--- src/sv/lsfs_pkg.sv ---
// Shared types, constants and arithmetic helpers of the lightning scene fade sequencer.
`timescale 1ns / 1ps

package lsfs_pkg;

    // Sequencer constants
    localparam int FADE_DIVISOR = 8;
    localparam int MIN_FLASHES  = 3;
    localparam int MAX_FLASHES  = 10;
    localparam int MAX_WAIT_MS  = 1000;
    localparam int MAX_BURST    = 4;

    localparam logic [15:0] LIGHTNING_WAIT_MS = 16'd1000;

    // Reset values of the configuration registers
    localparam logic [7:0]  NIGHT_LEVEL_RST = 8'd20;
    localparam logic [15:0] FADE_PERIOD_RST = 16'd20;

    // Configuration register indexes
    localparam int CFG_IDX_W = 1;
    localparam logic [CFG_IDX_W-1:0] CFG_NIGHT_LEVEL = 1'b0;
    localparam logic [CFG_IDX_W-1:0] CFG_FADE_PERIOD = 1'b1;

    // Request codes
    localparam logic REQ_ENTER = 1'b0;
    localparam logic REQ_TICK  = 1'b1;

    // Phase codes as seen on the result channel
    localparam logic [1:0] PHASE_CODE_IDLE      = 2'd0;
    localparam logic [1:0] PHASE_CODE_DARKEN    = 2'd1;
    localparam logic [1:0] PHASE_CODE_LIGHTNING = 2'd2;
    localparam logic [1:0] PHASE_CODE_BRIGHTEN  = 2'd3;

    typedef enum logic [3:0] {
        PH_IDLE      = 4'b0001,
        PH_DARKEN    = 4'b0010,
        PH_LIGHTNING = 4'b0100,
        PH_BRIGHTEN  = 4'b1000
    } t_phase;

    // Effective divisors and their reciprocals, all worked out at elaboration
    localparam bit FLASH_SPAN_OK = (MAX_FLASHES > MIN_FLASHES);
    localparam int FLASH_SPAN    = FLASH_SPAN_OK ? (MAX_FLASHES - MIN_FLASHES) : 1;
    localparam int FADE_DIV_EFF  = (FADE_DIVISOR == 0) ? 1 : FADE_DIVISOR;

    localparam logic [32:0] RECIP_FLASH = 33'(64'h1_0000_0000 / 64'(FLASH_SPAN));
    localparam logic [32:0] RECIP_WAIT  = 33'(64'h1_0000_0000 / 64'(MAX_WAIT_MS));
    localparam logic [32:0] RECIP_BURST = 33'(64'h1_0000_0000 / 64'(MAX_BURST));
    localparam logic [16:0] FADE_RECIP  = 17'((65536 + FADE_DIV_EFF - 1) / FADE_DIV_EFF);

    localparam logic [15:0] FLASH_SPAN_W  = 16'(FLASH_SPAN);
    localparam logic [15:0] MAX_WAIT_W    = 16'(MAX_WAIT_MS);
    localparam logic [15:0] MAX_BURST_W   = 16'(MAX_BURST);
    localparam logic [7:0]  MIN_FLASHES_W = 8'(MIN_FLASHES);

    // Registered item between the input stage and the step stage
    typedef struct packed {
        logic             req_type;
        logic [3:0][15:0] prod;      // scene colour times brightness, per channel
        logic [15:0]      rlo;
        logic [15:0]      rhi;
        logic [15:0]      q_flash;   // quotient estimates, at most one low
        logic [15:0]      q_wait;
        logic [15:0]      q_burst;
    } t_item;

    typedef struct packed {
        logic [7:0] level;
        logic       reached;
    } t_fade;

    // Quotient estimate of x by a constant through its 2^32 reciprocal
    function automatic logic [15:0] quot_est(input logic [15:0] x, input logic [32:0] recip);
        logic [48:0] p;
        p = 49'(x) * 49'(recip);
        return p[47:32];
    endfunction

    // Remainder from a quotient estimate that may be one low
    function automatic logic [15:0] rem_fix(input logic [15:0] x, input logic [15:0] q,
                                            input logic [15:0] d);
        logic [31:0] qd;
        logic [31:0] r;
        qd = 32'(q) * 32'(d);
        r  = 32'(x) - qd;
        if (r >= 32'(d)) begin
            r = r - 32'(d);
        end
        return r[15:0];
    endfunction

    // Floor of a 16-bit product over 255
    function automatic logic [7:0] scale_div(input logic [15:0] p);
        logic [16:0] s;
        s = 17'(p) + 17'(p[15:8]) + 17'd1;
        return s[15:8];
    endfunction

    // One fade step of a channel toward its target
    function automatic t_fade fade_ch(input logic [7:0] tgt, input logic [7:0] cur);
        logic [24:0] p;
        logic [8:0]  step;
        logic [9:0]  up;
        t_fade       f;
        p         = 25'(cur) * 25'(FADE_RECIP);
        step      = 9'(p[23:16]) + 9'd1;
        up        = 10'(cur) + 10'(step);
        f.level   = cur;
        f.reached = 1'b0;
        if (tgt < cur) begin
            f.level = (step < 9'(cur)) ? 8'(9'(cur) - step) : 8'd0;
            if (tgt > f.level) begin
                f.level   = tgt;
                f.reached = 1'b1;
            end
        end else if (tgt > cur) begin
            if (10'(tgt) > up) begin
                f.level = up[7:0];
            end else begin
                f.level   = tgt;
                f.reached = 1'b1;
            end
        end else begin
            f.reached = 1'b1;
        end
        return f;
    endfunction

    function automatic logic [1:0] phase_code(input t_phase ph);
        logic [1:0] c;
        case (ph)
            PH_IDLE:      c = PHASE_CODE_IDLE;
            PH_DARKEN:    c = PHASE_CODE_DARKEN;
            PH_LIGHTNING: c = PHASE_CODE_LIGHTNING;
            PH_BRIGHTEN:  c = PHASE_CODE_BRIGHTEN;
            default:      c = PHASE_CODE_IDLE;
        endcase
        return c;
    endfunction

endpackage

--- src/sv/lsfs_if.sv ---
// Channel interfaces: request items, result items and configuration writes.
`timescale 1ns / 1ps

interface lsfs_in_if;
    logic        valid;
    logic        ready;
    logic        req_type;
    logic [7:0]  scene_red;
    logic [7:0]  scene_green;
    logic [7:0]  scene_blue;
    logic [7:0]  scene_white;
    logic [7:0]  scene_brightness;
    logic [31:0] random_value;

    modport source (output valid, req_type, scene_red, scene_green, scene_blue,
                    scene_white, scene_brightness, random_value, input ready);
    modport sink   (input valid, req_type, scene_red, scene_green, scene_blue,
                    scene_white, scene_brightness, random_value, output ready);
endinterface

interface lsfs_out_if;
    logic       valid;
    logic       ready;
    logic [7:0] out_red;
    logic [7:0] out_green;
    logic [7:0] out_blue;
    logic [7:0] out_white;
    logic       show_update;
    logic [1:0] phase;
    logic [7:0] burst_count;
    logic       scene_exit;

    modport source (output valid, out_red, out_green, out_blue, out_white, show_update,
                    phase, burst_count, scene_exit, input ready);
    modport sink   (input valid, out_red, out_green, out_blue, out_white, show_update,
                    phase, burst_count, scene_exit, output ready);
endinterface

interface lsfs_cfg_if;
    logic        valid;
    logic        ready;
    logic [0:0]  index;
    logic [15:0] data;

    modport source (output valid, index, data, input ready);
    modport sink   (input valid, index, data, output ready);
endinterface

--- src/sv/lsfs_in_stage.sv ---
// Input register: captures a request and precomputes products and quotient estimates.
`timescale 1ns / 1ps

module lsfs_in_stage (
    input  logic            i_clk,
    input  logic            i_rst_n,
    lsfs_in_if.sink         i_in,
    input  logic            i_advance,
    output logic            o_valid,
    output lsfs_pkg::t_item o_item
);
    import lsfs_pkg::*;

    logic  r_valid;
    t_item r_item;
    t_item n_item;
    logic  take;

    // Accept while empty or while the held item moves on
    assign i_in.ready = !r_valid || i_advance;
    assign take       = i_in.valid && i_in.ready;

    // Precompute scene products and quotient estimates of the random draw
    always_comb begin
        n_item.req_type = i_in.req_type;
        n_item.prod[0]  = 16'(i_in.scene_red)   * 16'(i_in.scene_brightness);
        n_item.prod[1]  = 16'(i_in.scene_green) * 16'(i_in.scene_brightness);
        n_item.prod[2]  = 16'(i_in.scene_blue)  * 16'(i_in.scene_brightness);
        n_item.prod[3]  = 16'(i_in.scene_white) * 16'(i_in.scene_brightness);
        n_item.rlo      = i_in.random_value[15:0];
        n_item.rhi      = i_in.random_value[31:16];
        n_item.q_flash  = quot_est(i_in.random_value[15:0], RECIP_FLASH);
        n_item.q_wait   = quot_est(i_in.random_value[15:0], RECIP_WAIT);
        n_item.q_burst  = quot_est(i_in.random_value[31:16], RECIP_BURST);
    end

    // Hold valid until the step stage takes the item
    always_ff @(posedge i_clk) begin
        if (!i_rst_n) begin
            r_valid <= 1'b0;
        end else if (take) begin
            r_valid <= 1'b1;
        end else if (i_advance) begin
            r_valid <= 1'b0;
        end
    end

    always_ff @(posedge i_clk) begin
        if (take) begin
            r_item <= n_item;
        end
    end

    assign o_valid = r_valid;
    assign o_item  = r_item;

endmodule

--- src/sv/lsfs_core.sv ---
// Scene state, one step per item, and the result register.
`timescale 1ns / 1ps

module lsfs_core (
    input  logic            i_clk,
    input  logic            i_rst_n,
    input  logic            i_valid,
    input  lsfs_pkg::t_item i_item,
    output logic            o_advance,
    input  logic [7:0]      i_night_level,
    input  logic [15:0]     i_fade_period,
    lsfs_out_if.source      o_res
);
    import lsfs_pkg::*;

    t_phase          r_phase,   n_phase;
    logic [3:0][7:0] r_bg,      n_bg;
    logic [3:0][7:0] r_target,  n_target;
    logic [15:0]     r_elapsed, n_elapsed;
    logic [15:0]     r_timeout, n_timeout;
    logic [7:0]      r_total,   n_total;
    logic [7:0]      r_done,    n_done;

    logic            r_out_valid;
    logic            r_show,  n_show;
    logic [7:0]      r_burst, n_burst;
    logic            r_exit,  n_exit;

    logic            step_go;
    logic [15:0]     elapsed_inc;
    logic            fire;
    logic [3:0][7:0] scaled;
    logic [3:0][7:0] fade_tgt;
    t_fade [3:0]     fade;
    logic            fade_done;
    logic [15:0]     rem_flash;
    logic [15:0]     rem_wait;
    logic [15:0]     rem_burst;

    // Step an item whenever the result register is free or being drained
    assign o_advance = !r_out_valid || o_res.ready;
    assign step_go   = i_valid && o_advance;

    assign elapsed_inc = (r_elapsed != 16'hFFFF) ? (r_elapsed + 16'd1) : r_elapsed;
    assign fire        = (elapsed_inc >= r_timeout);

    // Finish the random draws from their quotient estimates
    assign rem_flash = rem_fix(i_item.rlo, i_item.q_flash, FLASH_SPAN_W);
    assign rem_wait  = rem_fix(i_item.rlo, i_item.q_wait,  MAX_WAIT_W);
    assign rem_burst = rem_fix(i_item.rhi, i_item.q_burst, MAX_BURST_W);

    // Fade all channels toward darkness or back to the scene
    always_comb begin
        fade_done = 1'b1;
        for (int i = 0; i < 4; i++) begin
            scaled[i] = scale_div(i_item.prod[i]);
            if (r_phase == PH_DARKEN) begin
                fade_tgt[i] = (i == 2) ? i_night_level : 8'd0;
            end else begin
                fade_tgt[i] = r_target[i];
            end
            fade[i] = fade_ch(fade_tgt[i], r_bg[i]);
            fade_done = fade_done && fade[i].reached;
        end
    end

    // Next scene state and result
    always_comb begin
        n_phase   = r_phase;
        n_bg      = r_bg;
        n_target  = r_target;
        n_elapsed = r_elapsed;
        n_timeout = r_timeout;
        n_total   = r_total;
        n_done    = r_done;
        n_show    = 1'b0;
        n_burst   = 8'd0;
        n_exit    = 1'b0;
        if (i_item.req_type == REQ_ENTER) begin
            n_bg      = scaled;
            n_target  = scaled;
            n_timeout = i_fade_period;
            n_elapsed = 16'd0;
            n_phase   = PH_DARKEN;
        end else if (r_phase != PH_IDLE) begin
            n_elapsed = elapsed_inc;
            if (fire) begin
                n_elapsed = 16'd0;
                case (r_phase)
                    PH_DARKEN: begin
                        n_show = 1'b1;
                        for (int i = 0; i < 4; i++) begin
                            n_bg[i] = fade[i].level;
                        end
                        if (fade_done) begin
                            n_phase   = PH_LIGHTNING;
                            n_total   = FLASH_SPAN_OK ? (rem_flash[7:0] + MIN_FLASHES_W)
                                                      : MIN_FLASHES_W;
                            n_done    = 8'd0;
                            n_timeout = LIGHTNING_WAIT_MS;
                        end
                    end
                    PH_LIGHTNING: begin
                        if (r_done >= r_total) begin
                            n_phase   = PH_BRIGHTEN;
                            n_timeout = i_fade_period;
                        end else begin
                            n_timeout = rem_wait;
                            n_burst   = rem_burst[7:0];
                            n_done    = r_done + 8'd1;
                        end
                    end
                    PH_BRIGHTEN: begin
                        n_show = 1'b1;
                        for (int i = 0; i < 4; i++) begin
                            n_bg[i] = fade[i].level;
                        end
                        if (fade_done) begin
                            n_exit  = 1'b1;
                            n_phase = PH_IDLE;
                        end
                    end
                    default: begin
                        n_phase = PH_IDLE;
                    end
                endcase
            end
        end
    end

    // Scene state
    always_ff @(posedge i_clk) begin
        if (!i_rst_n) begin
            r_phase   <= PH_IDLE;
            r_bg      <= '0;
            r_target  <= '0;
            r_elapsed <= 16'd0;
            r_timeout <= 16'd0;
            r_total   <= 8'd0;
            r_done    <= 8'd0;
        end else if (step_go) begin
            r_phase   <= n_phase;
            r_bg      <= n_bg;
            r_target  <= n_target;
            r_elapsed <= n_elapsed;
            r_timeout <= n_timeout;
            r_total   <= n_total;
            r_done    <= n_done;
        end
    end

    // Result register valid
    always_ff @(posedge i_clk) begin
        if (!i_rst_n) begin
            r_out_valid <= 1'b0;
        end else if (o_advance) begin
            r_out_valid <= i_valid;
        end
    end

    // Result flags; colour and phase come from the state just written
    always_ff @(posedge i_clk) begin
        if (step_go) begin
            r_show  <= n_show;
            r_burst <= n_burst;
            r_exit  <= n_exit;
        end
    end

    assign o_res.valid       = r_out_valid;
    assign o_res.out_red     = r_bg[0];
    assign o_res.out_green   = r_bg[1];
    assign o_res.out_blue    = r_bg[2];
    assign o_res.out_white   = r_bg[3];
    assign o_res.show_update = r_show;
    assign o_res.phase       = phase_code(r_phase);
    assign o_res.burst_count = r_burst;
    assign o_res.scene_exit  = r_exit;

endmodule

--- src/sv/lightning_scene_fade_sequencer_top.sv ---
// Top level: configuration registers and the two-stage scene sequencer.
// The input register captures a request at its transfer edge; the step stage then
// writes scene state and the result register when that item advances.
// Throughput: one request per cycle while results are taken; the result register
// holds scene state, so a stalled result stops the step stage and the input register.
// Reset (i_rst_n low at a clock edge): phase idle, colours and counters zero,
// night level 20, fade period 20 ms, both channel registers empty.
`timescale 1ns / 1ps

module lightning_scene_fade_sequencer_top (
    input  logic       i_clk,
    input  logic       i_rst_n,
    lsfs_in_if.sink    i_in,
    lsfs_out_if.source o_res,
    lsfs_cfg_if.sink   i_cfg
);
    import lsfs_pkg::*;

    logic [7:0]  r_night_level;
    logic [15:0] r_fade_period;
    logic        item_valid;
    logic        advance;
    t_item       item;

    // Configuration writes are always taken
    assign i_cfg.ready = 1'b1;

    always_ff @(posedge i_clk) begin
        if (!i_rst_n) begin
            r_night_level <= NIGHT_LEVEL_RST;
            r_fade_period <= FADE_PERIOD_RST;
        end else if (i_cfg.valid) begin
            case (i_cfg.index)
                CFG_NIGHT_LEVEL: r_night_level <= i_cfg.data[7:0];
                CFG_FADE_PERIOD: r_fade_period <= i_cfg.data;
                default: begin
                end
            endcase
        end
    end

    lsfs_in_stage u_in_stage (
        .i_clk     (i_clk),
        .i_rst_n   (i_rst_n),
        .i_in      (i_in),
        .i_advance (advance),
        .o_valid   (item_valid),
        .o_item    (item)
    );

    lsfs_core u_core (
        .i_clk         (i_clk),
        .i_rst_n       (i_rst_n),
        .i_valid       (item_valid),
        .i_item        (item),
        .o_advance     (advance),
        .i_night_level (r_night_level),
        .i_fade_period (r_fade_period),
        .o_res         (o_res)
    );

endmodule
--- src/flat_wrapper.sv ---
// flat-port wrapper written by rule: the top's interface ports become plain ports
module lightning_scene_fade_sequencer_top_flat import lsfs_pkg::*;
  (i_clk, i_rst_n, i_in_valid, i_in_req_type, i_in_scene_red, i_in_scene_green, i_in_scene_blue, i_in_scene_white, i_in_scene_brightness, i_in_random_value, i_in_ready, o_res_valid, o_res_out_red, o_res_out_green, o_res_out_blue, o_res_out_white, o_res_show_update, o_res_phase, o_res_burst_count, o_res_scene_exit, o_res_ready, i_cfg_valid, i_cfg_index, i_cfg_data, i_cfg_ready);
  lsfs_in_if i_in_i ();
  lsfs_out_if o_res_i ();
  lsfs_cfg_if i_cfg_i ();
  input  logic i_clk;
  input  logic i_rst_n;
  input wire logic [$bits(i_in_i.valid)-1:0] i_in_valid;
  input wire logic [$bits(i_in_i.req_type)-1:0] i_in_req_type;
  input wire logic [$bits(i_in_i.scene_red)-1:0] i_in_scene_red;
  input wire logic [$bits(i_in_i.scene_green)-1:0] i_in_scene_green;
  input wire logic [$bits(i_in_i.scene_blue)-1:0] i_in_scene_blue;
  input wire logic [$bits(i_in_i.scene_white)-1:0] i_in_scene_white;
  input wire logic [$bits(i_in_i.scene_brightness)-1:0] i_in_scene_brightness;
  input wire logic [$bits(i_in_i.random_value)-1:0] i_in_random_value;
  output wire logic [$bits(i_in_i.ready)-1:0] i_in_ready;
  output wire logic [$bits(o_res_i.valid)-1:0] o_res_valid;
  output wire logic [$bits(o_res_i.out_red)-1:0] o_res_out_red;
  output wire logic [$bits(o_res_i.out_green)-1:0] o_res_out_green;
  output wire logic [$bits(o_res_i.out_blue)-1:0] o_res_out_blue;
  output wire logic [$bits(o_res_i.out_white)-1:0] o_res_out_white;
  output wire logic [$bits(o_res_i.show_update)-1:0] o_res_show_update;
  output wire logic [$bits(o_res_i.phase)-1:0] o_res_phase;
  output wire logic [$bits(o_res_i.burst_count)-1:0] o_res_burst_count;
  output wire logic [$bits(o_res_i.scene_exit)-1:0] o_res_scene_exit;
  input wire logic [$bits(o_res_i.ready)-1:0] o_res_ready;
  input wire logic [$bits(i_cfg_i.valid)-1:0] i_cfg_valid;
  input wire logic [$bits(i_cfg_i.index)-1:0] i_cfg_index;
  input wire logic [$bits(i_cfg_i.data)-1:0] i_cfg_data;
  output wire logic [$bits(i_cfg_i.ready)-1:0] i_cfg_ready;
  assign i_in_i.valid = i_in_valid;
  assign i_in_i.req_type = i_in_req_type;
  assign i_in_i.scene_red = i_in_scene_red;
  assign i_in_i.scene_green = i_in_scene_green;
  assign i_in_i.scene_blue = i_in_scene_blue;
  assign i_in_i.scene_white = i_in_scene_white;
  assign i_in_i.scene_brightness = i_in_scene_brightness;
  assign i_in_i.random_value = i_in_random_value;
  assign i_in_ready = i_in_i.ready;
  assign o_res_valid = o_res_i.valid;
  assign o_res_out_red = o_res_i.out_red;
  assign o_res_out_green = o_res_i.out_green;
  assign o_res_out_blue = o_res_i.out_blue;
  assign o_res_out_white = o_res_i.out_white;
  assign o_res_show_update = o_res_i.show_update;
  assign o_res_phase = o_res_i.phase;
  assign o_res_burst_count = o_res_i.burst_count;
  assign o_res_scene_exit = o_res_i.scene_exit;
  assign o_res_i.ready = o_res_ready;
  assign i_cfg_i.valid = i_cfg_valid;
  assign i_cfg_i.index = i_cfg_index;
  assign i_cfg_i.data = i_cfg_data;
  assign i_cfg_ready = i_cfg_i.ready;
  lightning_scene_fade_sequencer_top u_core (.i_clk(i_clk), .i_rst_n(i_rst_n), .i_in(i_in_i), .o_res(o_res_i), .i_cfg(i_cfg_i));
endmodule
--- config.mk ---
export PLATFORM = sky130hd
export DESIGN_NAME = lightning_scene_fade_sequencer_top_flat
export DESIGN_NICKNAME = d
export VERILOG_FILES = /design/src/sv/lsfs_pkg.sv /design/src/sv/lsfs_if.sv /design/src/sv/lsfs_in_stage.sv /design/src/sv/lsfs_core.sv /design/src/sv/lightning_scene_fade_sequencer_top.sv /design/src/flat_wrapper.sv
export SDC_FILE = /design/constraint.sdc
export NUM_CORES = 2
export LEC_CHECK = 0
export BUFFER_PORTS_ARGS = -buffer_cell sky130_fd_sc_hd__buf_2
export CAP_MARGIN = 10
export CORE_ASPECT_RATIO = 1.1
export CORE_MARGIN = 8
export CORE_UTILIZATION = 50
export CTS_CLUSTER_SIZE = 20
export DETAILED_ROUTE_END_ITERATION = 6
export PLACE_DENSITY = 0.64
export SYNTH_ARGS = -nofsm -noshare
export SYNTH_HDL_FRONTEND = slang
export SYNTH_SLANG_ARGS = --single-unit
--- constraint.sdc ---
create_clock -name i_clk -period 8.45 [get_ports i_clk]
set_clock_uncertainty 0.1 [all_clocks]
set_input_delay 0.4225 -clock i_clk [delete_from_list [all_inputs] [get_ports i_clk]]
set_output_delay 0.4225 -clock i_clk [all_outputs]
set_load 0.1 [all_outputs]
==> out/results.tsv <==
stage	metric	value	unit
setup_path	CP max FO	14	
floorplan	boundary pin count	142	
run_status	outcome	completed	
yosys	Yosys reg bits	250	
clocking	latest clock arrival within the worst-skew pair	0.59	ns
place	IO Port Bufs	120	
global_routing	number of antenna violations at the first check in global routing	5	
pwr	total power	0.0144	W
sta	Tcrit/Tclk final	78.7	%
final_layout	fin nets	5078	
yosys	most frequent cells after synthesis	659 x ha_1, 628 x inv_1, 317 x nand2_1	
clocking	clock-pin transition on the worst setup and hold timing paths	0.06	ns
min_path	Worst Hold Class	primary input to flop	
place	Post-DP HPWL	66700	µm
yosys	synth top area cells	ha_1 23%, fa_1 18%, edfxtp_1 9.2%	
yosys	Post-synth EDFFs	108	
final_layout	Syn-to-layout area delta	7.53	%
sta	fin. max-slew vios	0	
route	vias	26700	
clocking	CTS Sinks	250	
sta	final number of hold-violating endpoints	0	
route	DR DRC count	0	
sta	setup TNS	0	ns
clocking	CTS HTree Levels	1	
sta	Least-Margin Pin Slew	1.08	ns
sta	final setup fails	0	
yosys	post-synthesis sequential area ratio	17.2	%
pwr	worst vdd ir	0.466	mV
setup_path	Crit. End Element	flop	
global_routing	overall routing resource usage	20.8	%
pwr	Cell Pwr Density	380	nW/µm²
route	Wirelength per Cell	16.6	µm
global_routing	vias in the first global route	27500	
route	Post-DRT Antenna Nets	0	
setup_path	critical path class	flop to flop	
pwr	Lkg Pwr	18.5	nW
floorplan	number of placement rows	102	
floorplan	Die ar.	79400	µm²
flow_run	Max Cap Violations	0	
sta	RSZ-0062 raised after global routing	no	
yosys	top cell type's share of synthesized area	23.3	%
sta	Peak Freq	150	MHz
yosys	asr flop ratio synth	0	%
floorplan	die width	269	µm
floorplan	Initial Utilization	50.3	%
clocking	Max clock buf depth	3	
place	Setup WS pre-CTS	1.73	ns
route	WL final	82400	µm
route	DR pass1 iterations	5	
clocking	CTS tree	built	
route	DRT iter0 DRCs	1245	
sta	setup ws final	1.80	ns
final_layout	layout cells sized above 1	5.38	%
clocking	post-cts resize count	0	
yosys	leading area contributor after synthesis	ha_1	
global_routing	GR Overflow Total	0	
sta	relative slew slack	25.8	%
setup_path	crit path DAT	6.96	ns
floorplan	DIE HEIGHT	295	µm
yosys	Mapped Cells	3935	
route	mean number of vias per cell	5.38	
setup_path	startpoint class of the critical path	flop	
yosys	top-count cell post-synth	ha_1	
sta	minimum clock period	6.65	ns
clocking	setup repair bufs after CTS	0	
global_routing	first-pass GRT wire length	138000	µm
yosys	Top FF cell, synth	dfxtp_1	
clocking	CTS buffer count	30	
yosys	Ys Warns	0	
yosys	Distinct cells, synth	90	
yosys	Mean Syn Cell Area	8.98	µm²
setup_path	Critical Path RT	8.76	ns
clocking	clk root buf	clkbuf_16	
yosys	Cell Area, Synth	35300	µm²
floorplan	core area	70200	µm²
clocking	hold buffers post-CTS	19	
place	RePlAce Congestion	0.860	
global_routing	largest net degree at the start of global routing	78	
-- cell usage in the layout, fill, tap and decap left out, drive strengths merged, types with 18 or more instances in the layout --
| cell type | instances |
|---|---|
| and2 | 193 |
| nor2b | 35 |
| o211ai | 24 |
| nor3 | 42 |
| nand2b | 42 |
| or2 | 20 |
| o21ai | 111 |
| a21o | 61 |
| dlygate4sd3 | 19 |
| dfxtp | 142 |
| ha | 659 |
| fa | 315 |
| nand2 | 317 |
| buf | 130 |
| xnor2 | 131 |
| mux2i | 42 |
| edfxtp | 108 |
| nor2 | 212 |
| and3 | 18 |
| inv | 630 |
| a21oi | 218 |
| clkbuf | 37 |
| a22oi | 18 |
| nand4 | 32 |
| nand3 | 60 |
| o21bai | 41 |
| xor2 | 68 |
| a211oi | 48 |
| o21a | 38 |
-- worst max-delay path, stage by stage (launching register included) --
cell and delay [ns]:
edfxtp_1 0.52, fa_1 0.64, xor2_1 0.15, ha_1 0.24, inv_1 0.08, fa_1 0.44
fa_1 0.52, inv_1 0.04, ha_1 0.30, inv_1 0.09, o21bai_1 0.08, a21oi_1 0.22
xnor2_1 0.14, ha_1 0.33, a21o_1 0.24, nand2_1 0.10, inv_1 0.05, a311oi_1 0.34
o21ai_0 0.22, o21ai_0 0.38, nand4_1 0.53, and3_1 0.40, a221oi_1 0.24, a21oi_1 0.10
-- layout make-up --
cell class | instances | area, µm²
timing repair buffer | 149 | 866
inverter | 632 | 2370
fill | 6658 | 32200
tap | 936 | 1170
sequential | 250 | 6090
clock buffer | 37 | 861
clock inverter | 18 | 191
antenna | 3 | 7.51
multi-input combinational | 2946 | 26400
-- path summary, 6_finish.rpt --
check,start,end,slack [ns],depth (start not counted)
min reg2reg,u_core.r_fade_period[13]$_SDFFE_PN0P_,u_core.r_fade_period[13]$_SDFFE_PN0P_,0.36,2
max reg2reg,u_core.u_in_stage.o_item[16]$_DFFE_PP_,u_core.u_core.r_timeout[12]$_SDFFE_PN0P_,1.80,23
min,i_cfg_data[15],u_core.r_fade_period[15]$_SDFFE_PN0P_,0.05,3
max,u_core.u_in_stage.o_item[16]$_DFFE_PP_,u_core.u_core.r_timeout[12]$_SDFFE_PN0P_,1.80,23
-- sequential cells by signal, summed over array words and instances (netlist names), 16 cells and up --
| name | flops |
|---|---|
| u_core.u_in_stage.o_item | 104 |
| u_core.r_fade_period | 16 |
| u_core.u_core.r_timeout | 16 |
| u_core.u_core.r_target | 32 |
| u_core.u_core.r_elapsed | 16 |
-- logic make-up after synthesis --
group	synth area share, %
flops	17.2
simple gates	14.1
fa+ha+maj	41.2
compound gates	13.2
buf+inv	8.02
xor+xnor	4.93
mux	1.30
other cells	0.0213
-- power by group --
group / leakage [nW] / internal (W) / switching, W / total [W]
Clock: 0.512 / 0.000839 / 0.000538 / 0.00138
Combinational: 15.8 / 0.00474 / 0.00657 / 0.0113
Sequential: 2.22 / 0.00158 / 0.000182 / 0.00176
-- layer usage --
metal  GRT usage [%]  wire length, µm
met1            27.4            38200
met2            36.0            38700
met3            2.57             3470
met4            5.28             1970
met5               0               27
-- per-stage QoR --
step           util (%)  area (µm²)  std cells  hold WS, ns
2_1_floorplan         -       35300       3940        0.336
3_3_place_gp       52.3       36700       4894        0.350
3_5_place_dp       52.3       36700       4894        0.353
4_1_cts            54.1       38000       4968       0.0118
5_1_grt            54.1       38000       4969       0.0334
6_report           54.1       38000       4971       0.0503
(Power assumes the default switching activity.)
